`src/hw/rtl/mcos_pkg.sv`:
```
`default_nettype none
package mcos_pkg;

   localparam int MAX_LEN = 64;
   localparam int GROUP   = 8;
   localparam int NGROUP  = (MAX_LEN + GROUP - 1) / GROUP;
   localparam int NLANE   = NGROUP * GROUP;

   localparam int LEN_W   = $clog2(MAX_LEN + 1);
   localparam int IDX_W   = $clog2(NLANE);
   localparam int CNT_W   = $clog2(2 * MAX_LEN + 1);
   localparam int GRP_W   = $clog2(3 * GROUP + 1);
   localparam int SUM_W   = $clog2(3 * MAX_LEN + 1);
   localparam int OUT_W   = 8;
   localparam int SAT_W   = (SUM_W > OUT_W) ? SUM_W : OUT_W;

   localparam int SCORE_SAT = 255;
   localparam int MAX_SCORE = (3 * MAX_LEN > SCORE_SAT) ? SCORE_SAT : 3 * MAX_LEN;

   localparam logic [1:0] OP_APPEND_FIRST  = 2'd0;
   localparam logic [1:0] OP_APPEND_SECOND = 2'd1;
   localparam logic [1:0] OP_COMPUTE       = 2'd2;
   localparam logic [1:0] OP_UNUSED        = 2'd3;

   localparam logic [2:0] BASE_A    = 3'd0;
   localparam logic [2:0] BASE_C    = 3'd1;
   localparam logic [2:0] BASE_G    = 3'd2;
   localparam logic [2:0] BASE_U    = 3'd3;
   localparam logic [2:0] BASE_NONE = 3'd4;

   typedef enum logic [2:0] {
      ST_IDLE,
      ST_INIT,
      ST_RUN,
      ST_DRAIN,
      ST_FINISH
   } state_type;

   typedef struct packed {
      logic append_first;
      logic append_second;
      logic init;
      logic shift;
      logic finish;
   } cmd_type;

   typedef struct packed {
      logic [CNT_W-1:0] shift_total;
      logic             pipe_busy;
      logic             rsp_full;
   } status_type;

   function automatic logic [1:0] pair_score(input logic [2:0] x, input logic [2:0] y);
      logic [1:0] s;
      s = 2'd0;
      if ((x == BASE_G && y == BASE_C) || (x == BASE_C && y == BASE_G)) begin
         s = 2'd3;
      end else if ((x == BASE_A && y == BASE_U) || (x == BASE_U && y == BASE_A)) begin
         s = 2'd2;
      end else if ((x == BASE_G && y == BASE_U) || (x == BASE_U && y == BASE_G)) begin
         s = 2'd1;
      end
      return s;
   endfunction

endpackage
`default_nettype wire

```
`src/hw/rtl/max_complementarity_over_shifts_core.sv`:
```
`default_nettype none
// Sliding base-pair score maximum of two RNA strands. Requests with opcode 0 or 1 append one
// base to the first or second strand; bases past MAX_LEN are dropped and flagged. A compute
// request (opcode 2) slides the second strand past the first one offset per cycle, scores all
// MAX_LEN lanes in parallel and sums them in a registered adder tree; the window shift feeds a
// four-stage score/sum/maximum pipeline, whose result is registered as the response. The
// strands and overflow flag are cleared once the response is produced. Appends are taken while
// a response waits; a new compute request waits until the previous response is taken.
module max_complementarity_over_shifts_core (
   input  wire logic                        clock,
   input  wire logic                        reset,
   input  wire logic                        req_valid,
   output logic                             req_ready,
   input  wire logic [1:0]                  req_opcode,
   input  wire logic [2:0]                  req_base,
   output logic                             rsp_valid,
   input  wire logic                        rsp_ready,
   output logic [mcos_pkg::OUT_W-1:0]       rsp_max_score,
   output logic                             rsp_overflow
);

   mcos_pkg::cmd_type    cmd;
   mcos_pkg::status_type status;

   mcos_controller u_ctrl (
      .clock      (clock),
      .reset      (reset),
      .req_valid  (req_valid),
      .req_ready  (req_ready),
      .req_opcode (req_opcode),
      .status     (status),
      .cmd        (cmd)
   );

   mcos_datapath u_dp (
      .clock         (clock),
      .reset         (reset),
      .cmd           (cmd),
      .req_base      (req_base),
      .status        (status),
      .rsp_ready     (rsp_ready),
      .rsp_valid     (rsp_valid),
      .rsp_max_score (rsp_max_score),
      .rsp_overflow  (rsp_overflow)
   );

endmodule
`default_nettype wire

```
`src/hw/rtl/mcos_datapath.sv`:
```
`default_nettype none
module mcos_datapath (
   input  wire logic                        clock,
   input  wire logic                        reset,
   input  wire mcos_pkg::cmd_type           cmd,
   input  wire logic [2:0]                  req_base,
   output mcos_pkg::status_type             status,
   input  wire logic                        rsp_ready,
   output logic                             rsp_valid,
   output logic [mcos_pkg::OUT_W-1:0]       rsp_max_score,
   output logic                             rsp_overflow
);

   logic [2:0]                    first_ff  [mcos_pkg::NLANE];
   logic [2:0]                    first_in  [mcos_pkg::NLANE];
   logic [2:0]                    second_ff [mcos_pkg::MAX_LEN];
   logic [2:0]                    second_in [mcos_pkg::MAX_LEN];
   logic [2:0]                    win_ff    [mcos_pkg::NLANE];
   logic [2:0]                    win_in    [mcos_pkg::NLANE];
   logic [1:0]                    score_ff  [mcos_pkg::NLANE];
   logic [1:0]                    score_in  [mcos_pkg::NLANE];
   logic [mcos_pkg::GRP_W-1:0]    grp_ff    [mcos_pkg::NGROUP];
   logic [mcos_pkg::GRP_W-1:0]    grp_in    [mcos_pkg::NGROUP];

   logic [mcos_pkg::LEN_W-1:0]    first_len_ff, first_len_in;
   logic [mcos_pkg::LEN_W-1:0]    second_len_ff, second_len_in;
   logic                          overflow_ff, overflow_in;
   logic [mcos_pkg::CNT_W-1:0]    fed_ff, fed_in;
   logic [mcos_pkg::SUM_W-1:0]    total_ff, total_in;
   logic [mcos_pkg::SUM_W-1:0]    best_ff, best_in;
   logic                          win_vld_ff, win_vld_in;
   logic                          score_vld_ff, score_vld_in;
   logic                          grp_vld_ff, grp_vld_in;
   logic                          total_vld_ff, total_vld_in;
   logic                          rsp_valid_ff, rsp_valid_in;
   logic [mcos_pkg::OUT_W-1:0]    rsp_score_ff, rsp_score_in;
   logic                          rsp_ovf_ff, rsp_ovf_in;

   logic                          first_full;
   logic                          second_full;

   assign first_full  = (first_len_ff == mcos_pkg::LEN_W'(mcos_pkg::MAX_LEN));
   assign second_full = (second_len_ff == mcos_pkg::LEN_W'(mcos_pkg::MAX_LEN));

   // strand stores and lengths
   always_comb begin
      first_in      = first_ff;
      second_in     = second_ff;
      first_len_in  = first_len_ff;
      second_len_in = second_len_ff;
      overflow_in   = overflow_ff;
      if (cmd.append_first) begin
         if (first_full) begin
            overflow_in = 1'b1;
         end else begin
            first_in[mcos_pkg::IDX_W'(first_len_ff)] = req_base;
            first_len_in = first_len_ff + 1'b1;
         end
      end
      if (cmd.append_second) begin
         if (second_full) begin
            overflow_in = 1'b1;
         end else begin
            second_in[0] = req_base;
            for (int k = 1; k < mcos_pkg::MAX_LEN; k++) begin
               second_in[k] = second_ff[k-1];
            end
            second_len_in = second_len_ff + 1'b1;
         end
      end
      if (cmd.shift) begin
         for (int k = 0; k < mcos_pkg::MAX_LEN - 1; k++) begin
            second_in[k] = second_ff[k+1];
         end
         second_in[mcos_pkg::MAX_LEN-1] = mcos_pkg::BASE_NONE;
      end
      if (cmd.finish) begin
         first_len_in  = '0;
         second_len_in = '0;
         overflow_in   = 1'b0;
      end
   end

   // sliding window of the second strand against the first
   always_comb begin
      win_in = win_ff;
      fed_in = fed_ff;
      if (cmd.init) begin
         for (int k = 0; k < mcos_pkg::NLANE; k++) begin
            win_in[k] = mcos_pkg::BASE_NONE;
         end
         fed_in = '0;
      end else if (cmd.shift) begin
         win_in[0] = (fed_ff < mcos_pkg::CNT_W'(second_len_ff)) ? second_ff[0]
                                                               : mcos_pkg::BASE_NONE;
         for (int k = 1; k < mcos_pkg::NLANE; k++) begin
            win_in[k] = win_ff[k-1];
         end
         fed_in = fed_ff + 1'b1;
      end
   end

   // score lanes and adder tree
   always_comb begin
      for (int i = 0; i < mcos_pkg::NLANE; i++) begin
         score_in[i] = (i < int'(first_len_ff)) ? mcos_pkg::pair_score(first_ff[i], win_ff[i])
                                               : 2'd0;
      end
      for (int g = 0; g < mcos_pkg::NGROUP; g++) begin
         grp_in[g] = '0;
         for (int k = 0; k < mcos_pkg::GROUP; k++) begin
            grp_in[g] = grp_in[g] + mcos_pkg::GRP_W'(score_ff[g * mcos_pkg::GROUP + k]);
         end
      end
      total_in = '0;
      for (int g = 0; g < mcos_pkg::NGROUP; g++) begin
         total_in = total_in + mcos_pkg::SUM_W'(grp_ff[g]);
      end
   end

   always_comb begin
      win_vld_in   = cmd.shift;
      score_vld_in = win_vld_ff;
      grp_vld_in   = score_vld_ff;
      total_vld_in = grp_vld_ff;
      best_in      = best_ff;
      if (cmd.init) begin
         best_in = '0;
      end else if (total_vld_ff && (total_ff > best_ff)) begin
         best_in = total_ff;
      end
   end

   // result register
   always_comb begin
      rsp_valid_in = rsp_valid_ff;
      rsp_score_in = rsp_score_ff;
      rsp_ovf_in   = rsp_ovf_ff;
      if (rsp_valid_ff && rsp_ready) begin
         rsp_valid_in = 1'b0;
      end
      if (cmd.finish) begin
         rsp_valid_in = 1'b1;
         rsp_ovf_in   = overflow_ff;
         if (mcos_pkg::SAT_W'(best_ff) > mcos_pkg::SAT_W'(mcos_pkg::SCORE_SAT)) begin
            rsp_score_in = mcos_pkg::OUT_W'(mcos_pkg::SCORE_SAT);
         end else begin
            rsp_score_in = mcos_pkg::OUT_W'(best_ff);
         end
      end
   end

   always_ff @(posedge clock) begin
      first_ff     <= first_in;
      second_ff    <= second_in;
      win_ff       <= win_in;
      score_ff     <= score_in;
      grp_ff       <= grp_in;
      fed_ff       <= fed_in;
      total_ff     <= total_in;
      best_ff      <= best_in;
      rsp_score_ff <= rsp_score_in;
      rsp_ovf_ff   <= rsp_ovf_in;
   end

   always_ff @(posedge clock) begin
      if (reset) begin
         first_len_ff  <= '0;
         second_len_ff <= '0;
         overflow_ff   <= 1'b0;
         win_vld_ff    <= 1'b0;
         score_vld_ff  <= 1'b0;
         grp_vld_ff    <= 1'b0;
         total_vld_ff  <= 1'b0;
         rsp_valid_ff  <= 1'b0;
      end else begin
         first_len_ff  <= first_len_in;
         second_len_ff <= second_len_in;
         overflow_ff   <= overflow_in;
         win_vld_ff    <= win_vld_in;
         score_vld_ff  <= score_vld_in;
         grp_vld_ff    <= grp_vld_in;
         total_vld_ff  <= total_vld_in;
         rsp_valid_ff  <= rsp_valid_in;
      end
   end

   assign status.shift_total = mcos_pkg::CNT_W'(first_len_ff) + mcos_pkg::CNT_W'(second_len_ff);
   assign status.pipe_busy   = win_vld_ff | score_vld_ff | grp_vld_ff | total_vld_ff;
   assign status.rsp_full    = rsp_valid_ff;

   assign rsp_valid     = rsp_valid_ff;
   assign rsp_max_score = rsp_score_ff;
   assign rsp_overflow  = rsp_ovf_ff;

endmodule
`default_nettype wire

```
`src/hw/rtl/mcos_controller.sv`:
```
`default_nettype none
module mcos_controller (
   input  wire logic                  clock,
   input  wire logic                  reset,
   input  wire logic                  req_valid,
   output logic                       req_ready,
   input  wire logic [1:0]            req_opcode,
   input  wire mcos_pkg::status_type  status,
   output mcos_pkg::cmd_type          cmd
);

   mcos_pkg::state_type          state_ff, state_in;
   logic [mcos_pkg::CNT_W-1:0]   cnt_ff, cnt_in;
   logic                         accept;
   logic                         last_shift;

   assign last_shift = (cnt_ff == status.shift_total - 1'b1);

   always_comb begin
      state_in = state_ff;
      case (state_ff)
         mcos_pkg::ST_IDLE: begin
            if (accept && req_opcode == mcos_pkg::OP_COMPUTE) begin
               state_in = mcos_pkg::ST_INIT;
            end
         end
         mcos_pkg::ST_INIT: begin
            state_in = (status.shift_total == '0) ? mcos_pkg::ST_DRAIN : mcos_pkg::ST_RUN;
         end
         mcos_pkg::ST_RUN: begin
            if (last_shift) begin
               state_in = mcos_pkg::ST_DRAIN;
            end
         end
         mcos_pkg::ST_DRAIN: begin
            if (!status.pipe_busy) begin
               state_in = mcos_pkg::ST_FINISH;
            end
         end
         mcos_pkg::ST_FINISH: begin
            state_in = mcos_pkg::ST_IDLE;
         end
         default: begin
            state_in = mcos_pkg::ST_IDLE;
         end
      endcase
   end

   always_comb begin
      req_ready = 1'b0;
      cmd       = '0;
      cnt_in    = cnt_ff;
      case (state_ff)
         mcos_pkg::ST_IDLE: begin
            req_ready = !(req_opcode == mcos_pkg::OP_COMPUTE && status.rsp_full);
         end
         mcos_pkg::ST_INIT: begin
            cmd.init = 1'b1;
            cnt_in   = '0;
         end
         mcos_pkg::ST_RUN: begin
            cmd.shift = 1'b1;
            cnt_in    = cnt_ff + 1'b1;
         end
         mcos_pkg::ST_FINISH: begin
            cmd.finish = 1'b1;
         end
         default: begin
            req_ready = 1'b0;
         end
      endcase
      cmd.append_first  = accept && req_opcode == mcos_pkg::OP_APPEND_FIRST;
      cmd.append_second = accept && req_opcode == mcos_pkg::OP_APPEND_SECOND;
   end

   assign accept = req_valid && req_ready;

   always_ff @(posedge clock) begin
      if (reset) begin
         state_ff <= mcos_pkg::ST_IDLE;
         cnt_ff   <= '0;
      end else begin
         state_ff <= state_in;
         cnt_ff   <= cnt_in;
      end
   end

endmodule
`default_nettype wire

```
`config.mk`:
```
export PLATFORM = sky130hd
export DESIGN_NAME = max_complementarity_over_shifts_core
export DESIGN_NICKNAME = d
export VERILOG_FILES = /design/src/hw/rtl/mcos_pkg.sv /design/src/hw/rtl/max_complementarity_over_shifts_core.sv /design/src/hw/rtl/mcos_datapath.sv /design/src/hw/rtl/mcos_controller.sv
export SDC_FILE = /design/constraint.sdc
export NUM_CORES = 1
export LEC_CHECK = 0
export BUFFER_PORTS_ARGS = -buffer_cell sky130_fd_sc_hd__buf_2
export CORE_MARGIN = 2
export CORE_UTILIZATION = 55
export DETAILED_ROUTE_END_ITERATION = 10
export MAX_ROUTING_LAYER = met4
export PLACE_DENSITY = 0.79
export SYNTH_ARGS = -nofsm -noshare
export SYNTH_HDL_FRONTEND = slang
export SYNTH_SLANG_ARGS = --single-unit
```
`constraint.sdc`:
```
create_clock -name clock -period 6.1 [get_ports clock]
set_input_delay 0.305 -clock clock [delete_from_list [all_inputs] [get_ports clock]]
set_output_delay 0.305 -clock clock [all_outputs]
set_load 0.05 [all_outputs]
```
* Word-level counts from Yosys, hierarchy flattened *
Cells that the tools add are included.
W data, S select, Z words.

word-level totals
  register bits after elaboration = 808
  output and inout bits = 11
  word-level logic and storage cells = 1759
  memories = 0
  ROM bits = 0
  latch bits = 0
  memory bits (writable) = 0
  input bits = 9

cells by class
  multiply operators = 0
  bitwise operators = 6
  equality and inequality tests = 397
  shifts and indexed selects = 0
  order comparisons = 69
  reduce and logical (&&, ||, !) cells = 724
  div/mod/pow operators = 0
  mux-type cells = 215
  $add $sub $neg = 69

operators by type and width
  kind                   count
  $eq A3 B2 Y1 const B   258
  $mux W192              3
  $logic_and A1 B1 Y1    392
  $eq A3 B1 Y1 const B   129
  $logic_not A3 Y1       129
  $mux W2                128
  $add A5 B2 Y5          48
  $lt A6 B7 Y1 const A   32
  $bwmux W192            1
  $logic_or A1 B1 Y1     192
  $lt A5 B7 Y1 const A   16
  $mux W1                75
  $lt A4 B7 Y1 const A   8
  $add A8 B5 Y8          6
  $lt A3 B7 Y1 const A   4
  $add A2 B2 Y3          8
  $demux W3 S6           1
  $add A8 B1 Y8 const B  2
  $pmux W8 S2            1
  $mux W3                5
  $add A7 B1 Y7 const B  2
  $eq A7 B7 Y1 const B   2
  $lt A1 B7 Y1 const A   2
  $lt A2 B7 Y1 const A   2
  25 further kinds       34

* Depth between registers and ports, before layout *
  depth in word-level cells = 9
  mapped depth = 20
  mapped depth without buffers = 20

* Hierarchy *
A second synthesis with hierarchy kept.

unflattened totals
  cells, all modules = 3239
  area total of the unflattened synthesis = 35810.6 µm²

by module, submodules not included
  module           cells each  seq. area each (µm²)  area an instance (µm²)  times used
  mcos_datapath    3127        19859.0               34914.7                 1
  mcos_controller  112         220.2                 895.9                   1

* Worst setup path after synthesis *
No wires, ideal clock.

  kind = reg2reg
  start = reg u_ctrl.state_ff[0]
  end = reg u_dp.second_ff[100] (netlist bit), enable pin
  stages on the path, launching flop included = 8
  required time = 5.630 ns
  buffers on the path = 3
  library setup time = 0.470 ns
  slack = 1.705 ns
  period minus slack after synthesis = 4.395 ns
  arrival time = 3.925 ns
  cells stage by stage = dfxtp_1 buf_6 or3_4 nor3b_2 and3_1 buf_4 clkbuf_1 or2_2

between the ends
  longest elaborated chain between the ends = 6
  elaborated cells between the ends (all ways) = 9

ends and longest elaborated chain
  element                        RTL line               RTL
  start: declaration             mcos_controller.sv:12  mcos_pkg::state_type state_ff, state_in;
  start signal: assignment       mcos_controller.sv:80  state_ff <= mcos_pkg::ST_IDLE;
  start signal: assignment       mcos_controller.sv:83  state_ff <= state_in;
  $logic_not A3 Y1               mcos_controller.sv:53  case (state_ff)
  $mux W1                        mcos_controller.sv:53
  $logic_and A1 B1 Y1            mcos_controller.sv:76  assign accept = req_valid && req_ready;
  $logic_and A1 B1 Y1            mcos_controller.sv:73  cmd.append_second = accept && req_opcode == mcos_pkg::OP_APPEND_SECOND;
  $reduce_bool A2 Y1 (no line)   -
  $reduce_and A2 Y1 (no line) *  -
  end signal: assignment         mcos_datapath.sv:155   second_ff <= second_in;
  end: declaration               mcos_datapath.sv:16    logic [2:0] second_ff [mcos_pkg::MAX_LEN];

Mark *: on every way between the ends. The rest lies on a longest branch, timed or not.
A chain may end at the register's enable or synchronous reset.

* Worst setup path in the final report *
  start = reg u_dp.grp_ff[35] (netlist bit)
  end = reg u_dp.total_ff[7] (netlist bit)

between the ends
  longest elaborated chain between the ends = 7

ends and longest elaborated chain
  element                            RTL line              RTL
  start: declaration                 mcos_datapath.sv:22   logic [mcos_pkg::GRP_W-1:0] grp_ff [mcos_pkg::NGROUP];
  start signal: assignment           mcos_datapath.sv:158  grp_ff <= grp_in;
  $add A5 B5 Y6                      mcos_datapath.sv:117  total_in = total_in + mcos_pkg::SUM_W'(grp_ff[g]);
  $add A8 B5 Y8 (6 in a row)         mcos_datapath.sv:117
  named net u_dp.total_in (one bit)  mcos_datapath.sv:29   logic [mcos_pkg::SUM_W-1:0] total_ff, total_in;
  end signal: assignment             mcos_datapath.sv:160  total_ff <= total_in;
  end: declaration                   mcos_datapath.sv:29

The timed path passes the listed nets, and every way through them passes these cells.

==> flow_summary.toml <==
[drt]
routed_wl_um = 75300
vias_per_cell = 5.85
vias = 22227
post_drt_wl_per_cell_um = 19.8
route.detailed.drc = 0
first_pass_iters = 6
drt_iter0_markers = 1959
antenna_left = 0

[timing]
setup_viol = 0
post-route-period-util_pct = 76.8
fmax_mhz = 214
rsz0062_at_grt = "false"
worstMarginPinSlew_ns = 1.19
drv_slew = 0
setup_ws_ns = 1.42
period_needed_ns = 4.68
clock_skew_ns = 0.0223
hold_viol = 0
tns_ns = 0
maxSlewHeadroom_pct = 20.9

[placement]
routabilityCongestion = 0.864
port-buffer-count = 19
dpl.hpwl_um = 47100
pre_cts_ws_ns = 1.55

[power_and_ir_drop]
power_leakage_nw = 13.6
p_total_mw = 13.4
power_density_mw_per_mm2 = 353
ir_worst_vdd_uv = 276

[clocking]
cts_buffers = 80
cts.path.max_buffers = 3
cts_tree = "yes"
post_cts_buffers = 0
cts.sinks = 808
clk_pin_slew_ns = 0.06
cts-root-buf = "clkbuf_16"
clk_latency_ns = 0.63
ctsHtreeMaxLevel = 3

[critical_path]
reg2reg_slack_ns = 1.42
cp-end-kind = "flop"
crit_top_cell = "fa_1"
critPathMaxFanout = 2
cp-start-kind = "flop"
max_stage_delay_ns = 0.54
crit_chain = "ha_1 > inv_1 > fa_1 > xor2_1 > fa_1 > fa_1 > fa_1 > inv_1 > fa_1 > fa_1 > a21oi_1 > nor2_1 > nor2_1 > o21bai_1 > a21oi_1 > xnor2_1"
critPathArrivalTime_ns = 5.25
cp_slowest_cell = "fa_1"
path_class = "reg -> reg"
cp_data_required_time_ns = 6.66

[layout]
final_core_util_pct = 61.5
fin_nets = 3100
drive_above_1_share_pct = 6.39
fill_cells = 4562
syn_to_final_growth_pct = 10.5

[floorplanning]
io_pins = 20
core_area_sq_mm = 0.0618
die_area_sq_mm = 0.0646
die_w_um = 254
die_y_um = 254
rows = 91
initial_core_util_pct = 55.7

[logic_synthesis]
syn-num-nets = 3108
synth.yosys.warnings = 0
syn_area_sq_mm = 0.0344
syn_area_per_cell_sq_um = 11.9
synth.distinct_cells = 64
synth_edf_count = 390
ys_top_cells_by_area = "edfxtp_1 34%, dfxtp_1 24%, fa_1 6.6%, a22o_1 4.8%, xnor2_1 3.7%"
synth_cells = 2900
synth_flop_cell = "dfxtp_1"
ys_seq_elements = 808
synth_top_area_share_pct = 34.0
netlist.top_cell.by_area = "edfxtp_1"
ys_seq_area_share_pct = 58.3
async_flop_share_pct = 0

[global_route]
track_usage_pct = 24.5
grt_pass1_vias = 22954
antenna_found_initial = 1
grt_start_max_net_pins = 232
overflow = 0
grt_first_pass_wirelength_um = 121000

[run_status]
status = "finished clean"

[hold_path]
worstHoldPathType = "in -> reg"

[flow_run]
max_cap_viol_count = 0
-- cell type report --
cell class / instances / area, sq um / area share, %
flip-flops and latches: 808 / 20100 / 52.8
multi-input cells: 1729 / 13000 / 34.1
clock buffers: 107 / 2220 / 5.85
well taps: 837 / 1050 / 2.75
inverters: 233 / 875 / 2.30
clock inverters: 43 / 538 / 1.41
repair buffers: 40 / 288 / 0.757
diodes: 1 / 2.50 / 0.00658
-- cells in the final DEF (no fill, tap or decap), types with 6 or more instances in the layout --
master,count
buf_2,17
o21ai_0,22
a211o_1,6
inv_1,233
buf_4,19
a22o_1,189
fa_1,113
a31oi_1,7
edfxtp_1,390
nor2b_1,9
nand4_1,10
o22a_1,63
nor3_1,74
nand2_1,294
nand2b_1,6
ha_1,86
dfxtp_1,418
clkbuf_16,81
nand3b_1,119
a2111o_1,17
xnor2_1,146
nor2_1,144
clkbuf_1,16
nor4_1,13
xor2_1,27
a21o_1,23
bufinv_16,11
nand3_1,15
clkinv_2,19
a21oi_1,228
or3_1,27
clkbuf_8,10
mux2i_1,14
-- metrics by stage --
stage	hold slack, ns	area, sq um	instances
after global placement	0.424	35200	3645
after floorplan	0.377	34400	2900
after detailed placement	0.427	35200	3645
after global routing	0.0403	38000	3798
after CTS	0.000909	38000	3797
final	0.0239	38000	3798
-- metal layers --
| layer | routed length (um) | global-route usage (%) |
|---|---|---|
| met1 | 30500 | 29.9 |
| met5 | 0 | - |
| met4 | 3770 | 12.2 |
| met2 | 36300 | 39.8 |
| met3 | 4690 | 4.16 |
-- cell families (layout without fill, tap and decap cells) --
logic type | after synthesis | after routing | synth area share [%]
and+or+nand+nor | 749 | 749 | 10.7
buffers and inverters | 363 | 423 | 4.07
adders and majority gates | 199 | 199 | 9.70
muxes | 17 | 17 | 0.505
DFF | 808 | 808 | 58.3
xor gates and xnor gates | 174 | 174 | 4.47
AOI/OAI and AO/OA | 590 | 590 | 12.2
other | 0 | 1 | 0
-- cells in the mapped netlist (6+ instances only) --
cell type and instances:
nor4_1 13, a21o_1 23, dfxtp_1 418, buf_1 13
nand2_1 295, o21ai_0 22, a211o_1 6, buf_2 20
and3_1 6, xor2_1 27, nand2b_1 6, nand3b_1 119
fa_1 113, nor2_1 144, or2_2 6, o22a_1 63
or3_1 28, nand3_1 15, a21oi_1 228, inv_1 233
clkbuf_1 94, a22o_1 189, a31oi_1 7, nor3_1 75
xnor2_1 146, mux2i_1 14, a2111o_1 17, nor2b_1 9
edfxtp_1 390, ha_1 86, and2_1 6, nand4_1 10
-- critical path, delay by kind of cell, from the launching register on --
kind                     cells  cell delay (ns)
AO/OA/AOI/OAI                3             0.52
adder cells (fa/ha/maj)      7             3.09
AND/OR/NAND/NOR              2             0.25
flip-flops                   1             0.31
XOR/XNOR                     2             0.33
buffers and inverters        2             0.11
-- state kept, by name (all words and copies together) (netlist names), 3 cells and up --
signal              flops
u_dp.first_ff         192
u_dp.second_ff        192
u_dp.win_ff           192
u_dp.score_ff         128
u_dp.grp_ff            40
u_ctrl.cnt_ff           8
u_dp.best_ff            8
u_dp.fed_ff             8
u_dp.rsp_max_score      8
u_dp.total_ff           8
u_dp.first_len_ff       7
u_dp.second_len_ff      7
u_ctrl.state_ff         3
-- report_power, final --
group	internal (mW)	total, mW	leakage, nW	switching, mW
clock	3.05	5.14	1.36	2.10
combinational	0.456	1.69	5.23	1.23
sequential	6.31	6.59	6.98	0.276
total	9.82	13.4	13.6	3.60
-- path summary, 6_finish.rpt --
kind | cells past startpoint | from | end
worst max register to register | 16 | u_dp.grp_ff[35] | u_dp.total_ff[7]
worst max-delay path | 16 | u_dp.grp_ff[35] | u_dp.total_ff[7]
worst min register to register | 1 | u_dp.first_ff[50] | u_dp.score_ff[33]
worst min-delay path | 4 | req_opcode[1] | u_dp.overflow_ff
-- repair_timing --
action,in CTS,in global routing
resized for setup,0,0
hold buffers,2,0
endpoints found under the hold margin,2,0
(Power assumes the default switching activity.)
